`config.mk`:
```
export PLATFORM = sky130hd
export DESIGN_NAME = gmwf_nbr
export DESIGN_NICKNAME = d
export VERILOG_FILES = /design/src/gmwf_pkg.sv /design/src/gmwf_nbr.sv
export SDC_FILE = /design/constraint.sdc
export NUM_CORES = 1
export LEC_CHECK = 0
export ABC_CLOCK_PERIOD_IN_PS = 4000
export BUFFER_PORTS_ARGS = -buffer_cell sky130_fd_sc_hd__buf_2
export CAP_MARGIN = 0
export CORE_MARGIN = 2
export CORE_UTILIZATION = 35
export DETAILED_ROUTE_END_ITERATION = 10
export GPL_ROUTABILITY_DRIVEN = 1
export PLACE_DENSITY = 0.68
export SLEW_MARGIN = 20
export SYNTH_ARGS = -nofsm -noshare
export SYNTH_HDL_FRONTEND = slang
export SYNTH_SLANG_ARGS = --single-unit
```
`constraint.sdc`:
```
create_clock -name vclk -period 4
set_input_delay 0.4 -clock vclk [all_inputs]
set_output_delay 0.4 -clock vclk [all_outputs]
set_load 0.005 [all_outputs]
```
`src/gmwf_pkg.sv`:
```
// shared types and constants for the grid maze wall follower
package gmwf_pkg;

  // configuration register indexes
  localparam logic [2:0] CFG_GRID_SIDE  = 3'd0;
  localparam logic [2:0] CFG_START_ROW  = 3'd1;
  localparam logic [2:0] CFG_START_COL  = 3'd2;
  localparam logic [2:0] CFG_END_ROW    = 3'd3;
  localparam logic [2:0] CFG_END_COL    = 3'd4;
  localparam logic [2:0] CFG_MOVE_LIMIT = 3'd5;

  localparam logic [7:0]  GRID_SIDE_RESET  = 8'd128;
  localparam logic [15:0] MOVE_LIMIT_RESET = 16'd10000;

  typedef enum logic [1:0] {
    OP_WRITE = 2'd0,
    OP_START = 2'd1,
    OP_STEP  = 2'd2
  } op_t;

  typedef enum logic [1:0] {
    HD_NORTH = 2'd0,
    HD_EAST  = 2'd1,
    HD_SOUTH = 2'd2,
    HD_WEST  = 2'd3
  } heading_t;

  typedef enum logic [1:0] {
    STAT_IDLE      = 2'd0,
    STAT_MOVED     = 2'd1,
    STAT_ARRIVED   = 2'd2,
    STAT_NO_ENERGY = 2'd3
  } status_t;

  typedef enum logic [1:0] {
    WALK_IDLE    = 2'd0,
    WALK_ON      = 2'd1,
    WALK_ARRIVED = 2'd2,
    WALK_OUT     = 2'd3
  } walk_t;

  typedef struct packed {
    logic [1:0] operation;
    logic [6:0] cell_row;
    logic [6:0] cell_col;
    logic       cell_wall;
  } in_item_t;

  typedef struct packed {
    logic [1:0]  status;
    logic [1:0]  heading_moved;
    logic [6:0]  walker_row;
    logic [6:0]  walker_col;
    logic [15:0] moves_made;
  } out_item_t;

  // neighbour candidate from the probe unit
  typedef struct packed {
    logic       ok;
    logic [6:0] row;
    logic [6:0] col;
  } nbr_t;

endpackage

```
`src/gmwf_nbr.sv`:
```
// neighbour probe unit: next cell for one heading and its bounds check
module gmwf_nbr import gmwf_pkg::*; (
  input  logic [6:0] pos_row,
  input  logic [6:0] pos_col,
  input  heading_t   heading,
  input  logic [7:0] side,
  output nbr_t       nbr
);

  logic [7:0] nr;
  logic [7:0] nc;
  logic       no_wrap;

  always_comb begin
    nr      = {1'b0, pos_row};
    nc      = {1'b0, pos_col};
    no_wrap = 1'b1;
    case (heading)
      HD_NORTH: begin
        if (pos_row == 7'd0) no_wrap = 1'b0;
        else nr = nr - 8'd1;
      end
      HD_EAST:  nc = nc + 8'd1;
      HD_SOUTH: nr = nr + 8'd1;
      HD_WEST: begin
        if (pos_col == 7'd0) no_wrap = 1'b0;
        else nc = nc - 8'd1;
      end
      default:  no_wrap = 1'b0;
    endcase
    nbr.ok  = no_wrap && (nr < side) && (nc < side);
    nbr.row = nr[6:0];
    nbr.col = nc[6:0];
  end

endmodule

```
==> metrics.yaml <==
run_status:
  status: "completed"
critical_path:
  critical-path-slowest-cell: "or3b_2"
  worst_ep_arrival_time_ps: 3340
  required_ps: 3600
  crit_start: "pos_row[2]"
  setup.worst_path.class: "in -> out"
  crit_chain: "buf_2 -> or3_1 -> or3_1 -> or3b_2 -> a21oi_1 -> a221o_1 -> ha_1 -> nand3_1 -> nor2_1 -> a2111oi_2 -> o211ai_1 -> nor4_2 -> buf_2"
  start_kind: "input pin"
  setup.worst_path.end_class: "output pin"
  cpPeakStageDelay_ps: 450
  cp_max_fo: 8
worst_hold_path:
  worstHoldPathType: "in -> out"
  min_from: "pos_col[4]"
routing:
  post_drt_wl_per_cell_um: 12.39
  via_count: 1312
  firstDrtPassIters: 4
  routed_via_density: 5.355
  drtIter0Drc: 43
  wl_um: 3035
  drc: 0
  antenna_left: 0
die:
  placementRows: 20
  die-area_sq_um: 3783
  io_pins: 39
  core_area_sq_um: 3103
  initial_core_util_pct: 37.30
  die_h_um: 61.51
  dieWidth_um: 61.51
layout:
  n_antenna_cell: 0
  clkbuf_count: 0
  seq_area_sq_um: 0
  fin_cells: 245
  num-nets-final: 251
  area_delta_synth_final_pct: 19.46
  drive_above_1_share_pct: 24.38
  design_area_sq_um: 1383
  numSequentialCells: 0
timing:
  whs_ps: 1160
  setup-tns-final_ps: 0
  final-setup-viol-count: 0
  hold_viol_final: 0
  min_period_over_period_pct: 93.55
  worstMarginPinSlew_ps: 549.8
  slew-limit-headroom_pct: 62.96
  fin_crit_ps: 3742
  maxSlewViolCount: 0
  rsz0062_at_grt: "no"
  timing.fmax_mhz: 267.2
global_route:
  grt_first_pass_wirelength_um: 4698
  grt_pass1_vias: 1083
  grt_max_degree: 12
  overflow: 0
  antenna_found_initial: 0
  groute.usage.overall_pct: 15.48
synth:
  yosys-top-cells-count: "ha_1 (24), inv_1 (19), nand2_1 (16)"
  syn_avg_cell_area_sq_um: 6.848
  ys_warn_count: 0
  ys_types: 43
  synth_area_leaders: "ha_1 (26%), inv_1 (6.2%), nand2_1 (5.2%)"
  synth_top_area_share_pct: 25.95
  syn_inst: 169
  synth_most_common_cell: "ha_1"
  syn_nets: 217
  synth_area_leader_cell: "ha_1"
  seq_area_frac_synth_pct: 0
  syn-cell-area_sq_um: 1157
pwr:
  power_leakage_uw: 0.0006738
  p_per_area_nw_per_um2: 107.4
  vdd_drop_max_uv: 46.12
place:
  dpl.cell_count: 245
  place_congestion: 0.8483
  post-dp-hpwl_um: 2498
  portBuffers: 39
  dpl_cell_area_sq_um: 1370
cts:
  cts.hold.buffers_added: 0
run:
  cap_violations: 0
power by group:
part           switching, uW  internal (uW)
Sequential                 0              0
Clock                      0              0
Combinational           82.4           66.2
Total                   82.4           66.2
layout by cell type, fill, tap and decap left out, drive strengths merged, types with 2 or more instances in the layout:
master and instances:
a2111oi 2, a21o 4, a21oi 10, a221o 2
a221oi 3, a31oi 2, buf 40, ha 24
inv 19, nand2 16, nand3 5, nand4 5
nor2 11, nor2b 4, nor3b 2, o211ai 3
o21ai 11, o221a 2, o221ai 2, o22ai 2
o311ai 2, o31a 3, or3 3, or4 3
xnor2 3, xor2 5
per-layer routing:
metal,track usage [%],part of all wire (%)
met4,0,0
met2,25.71,44
met3,0.6303,6.0
met5,0,0
met1,23.48,50
path summary, 6_finish.rpt:
| path | endpoint | slack [ps] | cells after the start |
|---|---|---|---|
| setup / recovery | nbr[14] | 260 | 13 |
| hold / removal | nbr[4] | 1160 | 3 |
final cells by class:
cell class | instances | area (sq um)
Fill cell | 353 | 1720
Inverter | 19 | 71.32
Multi-Input combinational cell | 142 | 1054
Tap cell | 44 | 55.05
Timing Repair Buffer | 40 | 202.7
repair_timing:
item                       CTS  global route
gates resized for setup      0             3
setup buffers                0             0
setup endpoints to repair    0             1
cell families (layout without fill, tap and decap cells):
logic type	count (synthesis)	after routing	synth area share, %
buf+inv	27	59	10.05
xor+xnor	8	8	6.054
mux	1	1	0.8649
fa+ha+maj	24	24	25.95
simple gates	56	56	25.08
compound gates	53	53	32.00
stage by stage:
| stage | util [%] | setup WS, ps | power (uW) |
|---|---|---|---|
| 2_1_floorplan | - | 471.1 | 95.23 |
| 6_report | 44.56 | 257.8 | 148.6 |
| 4_1_cts | 44.15 | 70.84 | 146.5 |
| 5_1_grt | 44.56 | 47.85 | 167.8 |
| 3_5_place_dp | 44.15 | 58.29 | 145.5 |
| 3_3_place_gp | 44.15 | 225.4 | 145.7 |
critical path: cells and delay by family:
kind                       cells  cell delay [ps]
and+or+nand+nor                6             1570
buffers and inverters          2              300
adders and majority gates      1              220
AOI/OAI and AO/OA              4              850
(Power assumes the default switching activity.)
