`src/gmwf_ram.sv`:
```
// generic single-port-write ram with registered read
module gmwf_ram #(
  parameter int WIDTH = 1,
  parameter int DEPTH = 16
) (
  input  logic                     clk,
  input  logic                     we,
  input  logic [$clog2(DEPTH)-1:0] waddr,
  input  logic [WIDTH-1:0]         wdata,
  input  logic [$clog2(DEPTH)-1:0] raddr,
  output logic [WIDTH-1:0]         rdata
);

  logic [WIDTH-1:0] mem [DEPTH];

  always_ff @(posedge clk) begin
    if (we) begin
      mem[waddr] <= wdata;
    end
    rdata <= mem[raddr];
  end

endmodule

```
`config.mk`:
```
export PLATFORM = sky130hd
export DESIGN_NAME = gmwf_ram
export DESIGN_NICKNAME = d
export VERILOG_FILES = /design/src/gmwf_ram.sv
export SDC_FILE = /design/constraint.sdc
export NUM_CORES = 1
export LEC_CHECK = 0
export BUFFER_PORTS_ARGS = -buffer_cell sky130_fd_sc_hd__buf_2
export CORE_MARGIN = 1
export CORE_UTILIZATION = 45
export DETAILED_ROUTE_END_ITERATION = 10
export PLACE_DENSITY = 0.63
export SYNTH_ARGS = -nofsm -noshare
export SYNTH_HDL_FRONTEND = slang
export SYNTH_SLANG_ARGS = --single-unit
```
`constraint.sdc`:
```
create_clock -name clk -period 3.3 [get_ports clk]
set_input_delay 0.33 -clock clk [delete_from_list [all_inputs] [get_ports clk]]
set_output_delay 0.33 -clock clk [all_outputs]
set_load 0.05 [all_outputs]
```
==> results of run 1 <==
==> per-layer routing <==
metal	vias up	wire (um)	part of all wire (%)
met5	-	0	0
met2	16	503	50
met4	0	0	0
met3	0	61	6.1
met1	201	441	44
li1	215	-	-
==> metrics by stage <==
step	power (uW)	setup WS [ns]	area, um^2	cells
2_1_floorplan	267	2.02	746	47
3_3_place_gp	284	1.88	821	74
3_5_place_dp	284	1.85	821	74
4_1_cts	387	2.07	848	78
5_1_grt	400	2.03	848	78
6_report	384	2.10	848	78
==> critical path, cell delays in order (launching register included) <==
cell and delay [ns]:
edfxtp_1 0.38, mux4_1 0.50, mux2i_1 0.14, mux2i_1 0.09
==> power breakdown <==
part	internal (uW)	leakage [uW]	switching [uW]
logic	14.9	0.000135	21.4
clock network	45.0	0.0000177	60.7
registers	241	0.000153	0.937
total	301	0.000306	83.0
==> synth_stat cells <==
cell / n
nand2_1: 1
edfxtp_1: 16
nor3_1: 4
nor2_1: 12
nand3b_1: 2
mux4_1: 4
dfxtp_1: 1
nand2b_1: 2
mux2i_1: 3
or3b_2: 1
nand3_1: 1
==> state kept, by name (all words and copies together) (netlist names) <==
name / cells
mem: 16
rdata: 1
==> cell families (layout without fill, tap and decap cells) <==
| group | count (synthesis) | in the layout |
|---|---|---|
| buf+inv | 0 | 15 |
| flops | 17 | 17 |
| mux | 7 | 7 |
| simple gates | 23 | 23 |
==> worst min-delay path by stage <==
stage             start      to  slack, ns  depth (start not counted)
2_1_floorplan     wdata  mem[0]       0.43                          0
3_3_place_gp   raddr[2]   rdata       0.54                          2
3_5_place_dp   raddr[2]   rdata       0.54                          2
4_1_cts        raddr[2]   rdata       0.23                          2
5_1_grt        raddr[2]   rdata       0.22                          2
6_report       raddr[2]   rdata       0.23                          2
==> final cells by class <==
type                            count  area (um^2)  area share, %
Clock buffer                        3         22.5           2.65
Multi-Input combinational cell     30          245           28.9
Sequential cell                    17          500           59.0
Clock inverter                      1         5.00          0.590
Timing Repair Buffer               11         55.1           6.49
Tap cell                           16         20.0           2.36
==> placed cells by master (no fill, tap or decap) <==
cell,synthesis,routed
nand3b_1,2,2
buf_2,0,11
mux2i_1,3,3
nand2_1,1,1
or3b_2,1,1
edfxtp_1,16,16
clkinv_2,0,1
nand2b_1,2,2
nor2_1,12,12
dfxtp_1,1,1
clkbuf_4,0,3
mux4_1,4,4
nand3_1,1,1
nor3_1,4,4
==> flow_summary.toml, run 1 <==
[routing]
routed_wirelength_um = 1010
drt_iter0_drc = 1
vias = 432
first_pass_iters = 2
drtAntennaViolNets = 0
route.detailed.drc = 0
vias_per_cell = 5.54
wire_per_inst_um = 12.9

[yosys]
syn_inst = 47
syn_avg_cell_area_um2 = 15.9
synth-seq-cells = 17
synth_xor_area_share_pct = 0
synth-compound-area-share_pct = 0
ys_top_cells_by_area = "edfxtp_1 (64%), mux4_1 (14%), nor2_1 (6.0%)"
yosys.area_share.simple_pct = 14.8
syn_nets = 58
synthAdderAreaFrac_pct = 0
synth_top_family_by_area = "multiplexers"
synth_top_cell_by_area = "edfxtp_1"
synth_top_area_share_pct = 64.4
synth_cell_type_count = 11
synth_seq_area_share_pct = 67.1
yosysWarnings = 0
synthMuxAreaShare_pct = 18.1
synth_area_um2 = 746

[placement]
port_buffers = 11
gp_congestion = 0.628
dp_hpwl_um = 805

[sta]
whs_ns = 0.231
tightest_slew_ns = 0.247
setup_tns_ns = 0
fin_crit_ns = 1.20
fin_skew_ns = 0.0116
drv_slew = 0
rsz0062_at_grt = "false"
fin_crit_sh_pct = 36.4
finalHoldViolations = 0
fmax_ghz = 0.831
finalSetupViolations = 0
slew_headroom_pct = 83.7

[global_routing]
grtUsageMet3_pct = 2.55
grt_busiest_layer = "met2"
overflow = 0
use_met1_pct = 17.9
grt_pass1_vias = 433
antenna_found_initial = 0
grt_max_degree = 17
gr-usage-all-layers_pct = 13.8
grt_pass1_wl_um = 1840
met2_usage_pct = 21.8

[pwr]
pwr_density_cell_nw_per_um2 = 453
ir_drop_mv = 0.241
p_leak_uw = 0.000306

[die]
rows = 14
dieArea_um2 = 1820
io_pins = 12
die_w_um = 42.7
core-area_um2 = 1520
die_h_um = 42.7
initial_core_util_pct = 48.9

[worst_setup_path]
reg2reg_from = "mem[4]"
rr_worst_depth = 3
worstPathArrival_ns = 1.39
worstSetupStartpoint = "mem[4]"
cp_max_fo = 1
critPathKind = "reg2reg"
endpoint_kind = "register"
r2r_end = "rdata"
start_kind = "register"
r2r_slack_ns = 2.10
worst-endpoint-required_ns = 3.48
crit_path_end = "rdata"

[clock_tree]
cts_tree = "built"
cts-resized-gates = 0
cts-htree-levels = 1
cts.path.max_buffers = 2
clk_latency_ns = 0.29
post-cts-setup-buffers = 0
cts_root_buf = "clkbuf_4"
cts_num_sinks = 17
numCtsBuffers = 3
clkTransAtPathRegs_ns = 0.10
cts_hold_buf = 0

[final_layout]
filler_cell_count = 125
area_growth_pct = 13.8
final_util_pct = 55.7
layout-drive-gt1-share_pct = 25.8
antenna_cells = 0
final_nets = 74

[run_status]
status = "finished, final reports clean"

[hold_path]
hold_path.class = "in2reg"

[job]
drv_cap = 0
Power figures use the tool's default switching activity.
==> run 2: changes to the inputs <==
Settings changed: PLACE_DENSITY 0.63 to 0.65.
Clock period 3.3 ns to 1 ns, I/O delays scaled along.
==> run 2 against run 1 <==
Compared with the run above:
- critical endpoint unchanged
- global-route usage grew 0.39 points
- combinational power grew to 3.7 times the previous value
- the flow now finishes with violations (negative setup slack)
- maximum frequency up 1.8%
- sequential cell count unchanged
==> flow_summary.toml, run 2 (synthesis gave the netlist of run 1 again) <==
[run_status]
status = "finished, violations left"
violations = "negative setup slack"

[clock_tree]
cts_root_buf = "clkbuf_4"
cts-htree-levels = 1
cts_num_sinks = 17
cts_tree = "built"
clkTransAtPathRegs_ns = 0.09
clk_latency_ns = 0.28
cts-resized-gates = 0
cts.path.max_buffers = 2
numCtsBuffers = 3

[die]
io_pins = 12
dieArea_um2 = 1820
core-area_um2 = 1520
rows = 14
die_h_um = 42.7
initial_core_util_pct = 48.9
die_w_um = 42.7

[pwr]
p_clk_share_pct = 26.9
swShare_pct = 21.1
power.switching_uw = 270
pwr-share-comb_pct = 10.6
internal_power_uw = 1010
p_leak_uw = 0.000303
pwr_density_cell_nw_per_um2 = 1480
sequentialPowerShare_pct = 62.5
ir_drop_mv = 0.950
total_power_uw = 1280

[worst_setup_path]
endpoint_kind = "register"
r2r_slack_ns = -0.18
critPathKind = "reg2reg"
reg2reg_from = "mem[14]"
worstSetupStartpoint = "mem[14]"
start_kind = "register"
worstPathArrival_ns = 1.36
r2r_end = "rdata"
worst-endpoint-required_ns = 1.18
cp_max_fo = 1
crit_path_end = "rdata"
rr_worst_depth = 3

[routing]
vias = 466
routed_wirelength_um = 1140
vias_per_cell = 5.75
wire_per_inst_um = 14.1
drt_iter0_drc = 19
first_pass_iters = 4
route.detailed.drc = 0
drtAntennaViolNets = 0

[sta]
fin_crit_ns = 1.18
slew_headroom_pct = 82.7
fmax_ghz = 0.847
setup_ws_ns = -0.181
finalSetupViolations = 1
fin_skew_ns = 0.00942
rsz0062_at_grt = "true"
drv_slew = 0
fin_crit_sh_pct = 118
finalHoldViolations = 0
tightest_slew_ns = 0.257

[placement]
place_area_um2 = 828
place_ws_ns = -0.197
dp_hpwl_um = 912
gp_congestion = 0.715
port_buffers = 11

[global_routing]
grt_pass1_wl_um = 1860
gr-usage-all-layers_pct = 14.2
grt_pass1_vias = 459
antenna_found_initial = 0
grt_max_degree = 17
overflow = 0

[final_layout]
final_area_um2 = 865
largestRegisters = "mem x16, rdata x1"
largest_reg_flops = 16
layout-drive-gt1-share_pct = 33.8
final_util_pct = 56.7
largest-register = "mem"
antenna_cells = 0
final_nets = 77
final_common_cell = "edfxtp_1"
final_cell_mix = "edfxtp_1 (16), nor2_1 (12), buf_2 (11), mux4_2 (4)"
area_growth_pct = 15.9

[hold_path]
hold_path.class = "in2reg"

[job]
drv_cap = 0
==> run 2: area by class of cell <==
class                      instances  area (um^2)
fill                             117          659
timing repair buffer              14         80.1
sequential                        17          500
clock buffer                       4         26.3
multi-input combinational         30          238
tap                               16         20.0
==> run 2: worst min path at each step <==
| stage | startpoint | end | slack, ns | cells after the start |
|---|---|---|---|---|
| after floorplan | wdata | mem[0] | 0.20 | 0 |
| after global placement | raddr[2] | rdata | 0.31 | 2 |
| after detailed placement | raddr[2] | rdata | 0.31 | 2 |
| after CTS | raddr[3] | rdata | 0.14 | 3 |
| after global routing | raddr[3] | rdata | 0.17 | 3 |
| final | raddr[3] | rdata | 0.14 | 3 |
==> run 2: timing repair <==
item,CTS,global route
setup endpoints to repair,1,1
hold endpoints to repair,1,0
cloned,0,0
setup buffers,0,0
hold buffers,1,0
==> run 2: routing by layer <==
layer / track usage [%] / share of wire [%]
met1: 20.7 / 45
met2: 20.9 / 50
met3: 2.98 / 5.8
met4: 5.63 / 0
met5: 0 / 0
==> run 2: worst max-delay path: stages (launching register included) <==
cell and delay, ns:
edfxtp_1 0.39, mux4_2 0.46, mux2i_1 0.15, mux2i_1 0.09
==> run 2: through the flow <==
step	hold slack, ns	std cells	TNS [ns]
after floorplan	0.199	47	-0.104
after global placement	0.305	76	-0.323
after detailed placement	0.308	76	-0.446
after CTS	0.138	81	-0.199
after global routing	0.171	81	-0.261
final	0.140	81	-0.181
==> run 2: power by group through the flow <==
stage	Combinational [uW]	Clock [uW]	Sequential, uW
6_report	135	345	799
5_1_grt	149	379	801
4_1_cts	137	358	800
3_5_place_dp	134	0	816
3_3_place_gp	133	0	815
2_1_floorplan	52.7	0	833
